**src/design/bfsa_pkg.sv**
```systemverilog
// Shared types and constants for the best-fit segment allocator.
// Used by bfsa_cell and best_fit_segment_allocator; depends on nothing.
package bfsa_pkg;

	localparam int MAX_SEGMENTS = 64;
	localparam int IDX_W        = $clog2(MAX_SEGMENTS);
	localparam int CNT_W        = $clog2(MAX_SEGMENTS + 1);
	localparam int ADDR_BITS    = 20;
	localparam int LEN_W        = 21;
	localparam int TAG_W        = 16;
	localparam int LIFE_W       = 32;
	localparam int MODE_W       = 3;
	localparam int STAT_W       = 2;
	localparam int IN_W         = 104;
	localparam int OUT_W        = 64;

	localparam logic [LEN_W-1:0] MEM_CAP   = LEN_W'(1) << ADDR_BITS;
	localparam logic [LEN_W-1:0] MEM_RESET = LEN_W'(1024);

	localparam logic [MODE_W-1:0] MODE_ALLOC   = 3'd0;
	localparam logic [MODE_W-1:0] MODE_FREE    = 3'd1;
	localparam logic [MODE_W-1:0] MODE_TICK    = 3'd2;
	localparam logic [MODE_W-1:0] MODE_COMPACT = 3'd3;
	localparam logic [MODE_W-1:0] MODE_QUERY   = 3'd4;

	localparam logic [STAT_W-1:0] ST_OK     = 2'd0;
	localparam logic [STAT_W-1:0] ST_NO_FIT = 2'd1;
	localparam logic [STAT_W-1:0] ST_NO_ID  = 2'd2;

	typedef struct packed {
		logic                 valid;
		logic [ADDR_BITS-1:0] base;
		logic [LEN_W-1:0]     len;
		logic [TAG_W-1:0]     tag;
		logic [LIFE_W-1:0]    life;
	} entry_t;

	localparam entry_t ENTRY_EMPTY = '0;

	typedef enum logic [1:0] {
		CELL_HOLD,
		CELL_SHIFT,
		CELL_INSERT,
		CELL_CLEAR
	} cell_cmd_t;

	typedef struct packed {
		cell_cmd_t        cmd;
		logic [CNT_W-1:0] count;
		logic             keep;
		entry_t           wrap;
		entry_t           ins;
	} cell_ctl_t;

endpackage

```
**src/design/bfsa_cell.sv**
```systemverilog
// One cell of the segment row: holds one segment, passes it to its neighbors.
// Depends on bfsa_pkg.
module bfsa_cell (
	input  logic                        clk,
	input  logic                        arst_n,
	input  logic [bfsa_pkg::IDX_W-1:0]  idx,
	input  bfsa_pkg::cell_ctl_t         ctl,
	input  bfsa_pkg::entry_t            next_e,
	input  bfsa_pkg::entry_t            prev_e,
	input  logic                        prev_lower,
	output bfsa_pkg::entry_t            e,
	output logic                        lower
);

	bfsa_pkg::entry_t e_q;
	logic             is_tail;
	logic             in_ring;

	// locate this cell within the live ring
	assign is_tail = ({1'b0, idx} + bfsa_pkg::CNT_W'(1)) == ctl.count;
	assign in_ring = {1'b0, idx} < ctl.count;
	assign lower   = e_q.valid && ({1'b0, e_q.base} < {1'b0, ctl.ins.base});
	assign e       = e_q;

	// advance, insert or drop the held segment
	always_ff @(posedge clk or negedge arst_n) begin
		if (!arst_n) begin
			e_q <= bfsa_pkg::ENTRY_EMPTY;
		end else begin
			case (ctl.cmd)
				bfsa_pkg::CELL_CLEAR: begin
					e_q.valid <= 1'b0;
				end
				bfsa_pkg::CELL_SHIFT: begin
					if (is_tail) begin
						e_q <= ctl.keep ? ctl.wrap : next_e;
					end else if (in_ring) begin
						e_q <= next_e;
					end
				end
				bfsa_pkg::CELL_INSERT: begin
					if (!lower) begin
						e_q <= prev_lower ? ctl.ins : prev_e;
					end
				end
				default: begin
				end
			endcase
		end
	end

endmodule

```
**config.mk**
```make
export PLATFORM = sky130hd
export DESIGN_NAME = bfsa_cell
export DESIGN_NICKNAME = d
export VERILOG_FILES = /design/src/design/bfsa_pkg.sv /design/src/design/bfsa_cell.sv
export SDC_FILE = /design/constraint.sdc
export NUM_CORES = 1
export LEC_CHECK = 0
export BUFFER_PORTS_ARGS = -buffer_cell sky130_fd_sc_hd__buf_2
export CAP_MARGIN = 25
export CORE_AREA = 2 2 181 183
export CTS_CLUSTER_DIAMETER = 40
export DETAILED_ROUTE_END_ITERATION = 12
export DIE_AREA = 0 0 183 185
export PLACE_DENSITY = 0.48
export SYNTH_ARGS = -nofsm -noshare
export SYNTH_HDL_FRONTEND = slang
export SYNTH_SLANG_ARGS = --single-unit
```
**constraint.sdc**
```tcl
create_clock -name clk -period 2.75 [get_ports clk]
set_input_delay 0.1375 -clock clk [delete_from_list [all_inputs] [get_ports clk]]
set_output_delay 0.1375 -clock clk [all_outputs]
set_load 0.05 [all_outputs]
```
## Yosys cells after proc, flatten, opt, wreduce, memory -nomap -nowiden

Cells that the tools add are included.

- Bits in writable memories: 0
- Logic and storage cells: 26
- Input bits: 379
- Latch bits: 0
- Output and inout port bits: 91
- Bits in read-only memories: 0
- Memories: 0
- Bits in registers: 90

- Reductions and logical operators: 5
- Add/subtract/negate cells: 1
- Eq/ne operators: 6
- $lt $le $gt $ge: 2
- Bitwise logic cells: 0
- Muxes and demuxes: 7
- Shift operators: 0
- Div/mod/pow operators: 0
- Multiply operators: 0

Operator list:

| cell | number |
|---|---|
| 90-bit 2-to-1 mux | 5 |
| 89-bit case mux with 2 select lines | 1 |
| 20-bit less-than comparator | 1 |
| 6-bit by 1-bit adder with 7-bit output, second input constant | 1 |
| 7-bit equality test | 1 |
| 6-bit by 7-bit less-than comparator with 1-bit output | 1 |
| 3-bit AND reduction | 2 |
| 2-bit equality test, second input constant | 2 |
| 3-bit inequality test, second input constant | 1 |
| 1-bit case mux with 3 select lines | 1 |
| 3-bit nonzero test | 1 |
| 2-bit by 1-bit equality test with 1-bit output, second input constant | 1 |
| 2-bit inequality test, second input constant | 1 |
| 2-bit nonzero test | 1 |
| 1-bit logical AND | 1 |

## Depth between registers and ports, before layout

- Depth in word-level cells: 4
- Gate-level depth with buffers: 11
- Gate-level depth less buffers: 9

## Worst setup path after synthesis

No wires, ideal clock.

- Path kind: register to register
- From: register e_q, in the netlist e[70]
- To: register e_q, in the netlist e[29]
- Library setup time: 0.125 ns
- Clock period less this slack: 2.694 ns
- Arrival: 2.568 ns
- Buffers on the path: 2
- Setup slack: 0.056 ns
- Required time: 2.625 ns
- Stages on the path, launching flop included: 10
- Cells stage by stage: dfrtp_1 -> ha_1 -> a2111oi_0 -> nor3_1 -> o21ai_0 -> a221oi_1 -> o211ai_4 -> buf_6 -> buf_6 -> mux2_4

- Longest elaborated chain between the ends: 4

RTL lines:

| what | line | text |
|---|---|---|
| from (decl) | bfsa_cell.sv:15 | `bfsa_pkg::entry_t e_q;` |
| from (signal assigned) | bfsa_cell.sv:28 | `e_q <= bfsa_pkg::ENTRY_EMPTY;` |
| from (signal assigned) | bfsa_cell.sv:36 | `e_q <= ctl.keep ? ctl.wrap : next_e;` |
| from (signal assigned) | bfsa_cell.sv:38 | `e_q <= next_e;` |
| 20-bit less-than comparator | bfsa_cell.sv:22 | `assign lower = e_q.valid && ({1'b0, e_q.base} < {1'b0, ctl.ins.base});` |
| 1-bit logical AND | bfsa_cell.sv:22 |  |
| 2-bit inequality test (no source line) | n/a |  |
| 3-bit AND reduction (no source line) | n/a |  |

No other way between the ends.
A chain may end at the register's enable or synchronous reset.

## Final worst setup path

- From: register e_q, in the netlist e[70]
- To: register e_q, in the netlist e[49]

The elaborated chain is that of the path after synthesis.

==> metrics.log <==
[metrics] number of remaining DRC errors: 0
[metrics] setup repair after global routing missed its margin: false
[metrics] cell total after placement: ~1500
[metrics] first-pass GRT wire length: between 30 and 40 mm
[metrics] DRT antenna net count: 0
[metrics] status: completed
[metrics] worst path required time: roughly 3000 ps
[metrics] cell-by-cell trace of the critical path: ha_1 > a2111oi_2 > nor3_1 > o21ai_1 > buf_4 > a221oi_2 > o211ai_4 > bufbuf_16 > mux2_2
[metrics] detailed-placement wirelength estimate: 20.97 mm
[metrics] number of top-level design ports: 470
[metrics] Synthesis Warnings: 0
[metrics] arrival time of data at the critical path endpoint: around 2800 ps
[metrics] post-synthesis sequential area ratio: a little under a third
[metrics] number of placement rows: 66
[metrics] Crit Path Category: reg2reg
[metrics] GR Util All Layers: 14.21%
[metrics] max incr delay on CP: 380 ps
[metrics] max reg flops: 90
[metrics] total routed wirelength: about 25 mm
[metrics] horizontal die dimension: 183 µm
[metrics] count of H-tree levels built during CTS: 3
[metrics] final-report hold violation count: 0
[metrics] mean area per synthesized cell: around 12 µm²
[metrics] remaining global-route overflow: 0
[metrics] worst clock skew on the final layout: roughly 12 ps
[metrics] summed instance area of the synthesized netlist: around 7100 µm²
[metrics] starting density of the core: 22.09%
[metrics] class of the tightest hold or removal check: in2reg
[metrics] worst-case clock buffer depth: 2
[metrics] Total Nets Final: between 1000 and 1500
[metrics] final setup TNS: 0 ps
[metrics] Worst-Skew Late Latency: between 300 and 400 ps
[metrics] total of buffers placed on input and output ports: about 470
[metrics] post-synthesis cell type count: 38
[metrics] final slew viol count: 0
[metrics] Clock transition at path regs: about 80 ps
[metrics] Worst path slowest cell: sky130_fd_sc_hd__dfrtp_1
[metrics] maximum number of pins on one net before global-route repair: between 50 and 60
[metrics] average wire per standard cell: 16.70 µm
[metrics] global routing met1 resource utilization: between 15 and 20%
[metrics] number of buffers inserted during clock tree synthesis: 9
[metrics] CTS tree: done
[metrics] Tmin final: between 2000 and 3000 ps
[metrics] count of max-cap constraint violations: 0
[metrics] Die Height: between 150 and 200 µm
[metrics] leakage power summed over all cells: ~5.9 nW
[metrics] total vias in the final route: between 6000 and 7000
[metrics] post-route cell area: approximately 10000 µm²
[metrics] biggest fanout along the worst timing path: 19
[metrics] share of final-layout standard cells stronger than drive strength 1: 56.53%
[metrics] grt met2 use: a little over a quarter
[metrics] gate count of the mapped netlist: 608
[metrics] Top Family by Delay on Critical Path: compound AO/OA/AOI/OAI gates
[metrics] Max Fclk: approximately 380 MHz
[metrics] detailed-router iteration count before antenna repair: 4
[metrics] number of global-route vias before repair: approximately 6800
[metrics] net count after synthesis: ~1000
[metrics] Buffers & Inverters on Critical Path: 2
[metrics] synth-to-layout area growth: 48.19%
[metrics] worst slew pin tran: between 500 and 600 ps
[metrics] root buffer cell: sky130_fd_sc_hd__clkbuf_16
[metrics] global-route track usage on met3: approximately 3.3%
[metrics] violation count after the first detailed-routing iteration: ~170
[metrics] Max VDD drop: ~0.24 mV
[metrics] Final Setup Violations: 0
[metrics] dpl cell area: between 10000 and 15000 µm²
[metrics] global placement routability congestion: approximately 0.80
[metrics] most used routing layer: met2
[metrics] core box area: 32040 µm²
[metrics] final instance count without filler cells: 1497
[metrics] crit path capture type: register
[metrics] CTS Sinks: 90
[metrics] vias per cell: 4.340
[metrics] max-slew headroom at the worst pin: 60.99%
[metrics] post-layout util: between 30% and 40%
[metrics] post-route fraction of the period consumed by the critical path: 94.71%
[metrics] antenna violations before repair: 1
[metrics] area of the die: approximately 34000 µm²
[metrics] nature of the critical path startpoint: register
[metrics] synthesis-stage register bit count: 90
[metrics] power density over the cells: roughly 550 nW/µm²
-- through the flow --
step           worst slack, ps  power [mW]  hold slack [ps]
6_report                 145.4       5.717            215.1
2_1_floorplan            56.39       3.572           -158.1
5_1_grt                  14.19       6.063            213.7
3_3_place_gp            -58.32       4.481            170.0
4_1_cts                  12.73       5.842            193.5
3_5_place_dp            -28.29       4.504            172.0
-- report_power, final --
group | total, mW | leakage, nW | switching, mW | internal, mW
clock | 1.24 | 0.142 | 0.582 | 0.657
combinational | 2.72 | 4.75 | 1.74 | 0.985
sequential | 1.76 | 1.05 | 0.153 | 1.60
-- area by class of cell --
cell class                 instances  area (µm²)
antenna                            1       2.502
clock buffer                      10       239.0
clock inverter                     6       53.80
fill                            3362       21550
inverter                          29       108.9
multi-input combinational        450        4549
sequential                        90        2252
tap                              408       510.5
timing repair buffer             503        2773
-- logic make-up (layout without fill, tap and decap cells) --
logic type               after synthesis  in the layout  synth area share, %
AND/OR/NAND/NOR                       28             28                1.998
multiplexers                         359            359                52.89
buffers and inverters                 68            548                4.331
XOR/XNOR                               8              8               0.9898
adder cells (fa/ha/maj)               30             30                5.268
flip-flops                            90             90                31.82
other                                  0              1                    0
AO/OA/AOI/OAI                         25             25                2.705
-- worst register-to-register path, cell delays in order, from the launching register on --
cell and delay, ps:
sky130_fd_sc_hd__dfrtp_1 380, sky130_fd_sc_hd__ha_1 290, sky130_fd_sc_hd__a2111oi_2 300, sky130_fd_sc_hd__nor3_1 130, sky130_fd_sc_hd__o21ai_1 180, sky130_fd_sc_hd__buf_4 130, sky130_fd_sc_hd__a221oi_2 70, sky130_fd_sc_hd__o211ai_4 280
sky130_fd_sc_hd__bufbuf_16 380, sky130_fd_sc_hd__mux2_2 350
-- layer usage --
layer	wire length, µm	up-vias
li1	-	3193
met1	9986	3036
met2	13120	253
met3	1629	15
met4	267	0
met5	0	-
-- synthesized netlist by cell type (all sizes together) --
cell type | count | area share (%)
a211oi | 3 | 0.39
or3 | 1 | 0.088
o211ai | 2 | 0.41
a2111oi | 1 | 0.12
ha | 29 | 5.1
mux2i | 269 | 38
and3 | 1 | 0.088
xnor2 | 4 | 0.49
clkbuf | 17 | 0.90
o21a | 1 | 0.11
nor2b | 2 | 0.18
dfrtp | 90 | 32
a211o | 1 | 0.12
maj3 | 1 | 0.14
a41oi | 1 | 0.12
nor3b | 1 | 0.11
a21oi | 4 | 0.28
buf | 22 | 1.9
nand2b | 2 | 0.18
o21ai | 6 | 0.42
xor2 | 4 | 0.49
a21o | 2 | 0.21
nor2 | 4 | 0.21
a221oi | 1 | 0.12
nor3 | 2 | 0.14
nand3 | 4 | 0.28
nand2 | 7 | 0.37
inv | 29 | 1.5
o2111ai | 1 | 0.21
nand4 | 4 | 0.35
o22ai | 2 | 0.18
mux2 | 90 | 15
-- worst paths after layout --
kind	depth (start not counted)	endpoint	slack, ps	from
max in group asynchronous	3	e[38]	1720	arst_n
worst min register to register	1	e[45]	500	e[45]
min in group asynchronous	2	e[8]	310	arst_n
worst max register to register	9	e[49]	150	e[70]
worst min-delay path	4	e[8]	220	ctl[98]
worst max-delay path	9	e[49]	150	e[70]
-- placed cells by master, fill, tap and decap left out, drive strengths merged, types with 3 or more instances in the layout --
| master | n |
|---|---|
| inv | 33 |
| a21oi | 4 |
| xnor2 | 4 |
| buf | 501 |
| o21ai | 6 |
| dfrtp | 90 |
| xor2 | 4 |
| nor2 | 4 |
| mux2 | 90 |
| ha | 29 |
| a211oi | 3 |
| nand3 | 4 |
| mux2i | 269 |
| nand4 | 4 |
| clkbuf | 10 |
| nand2 | 7 |
-- repair_timing --
action | 4_1_cts | 5_1_grt
setup endpoints to repair | 89 | 74
resized for setup | 4 | 1
setup buffers | 1 | 0
pin swaps | 0 | 2
hold buffers | 1 | 0
cloned | 1 | 0
endpoints found under the hold margin | 39 | 0
No activity file was read; power rests on OpenSTA's default activity.
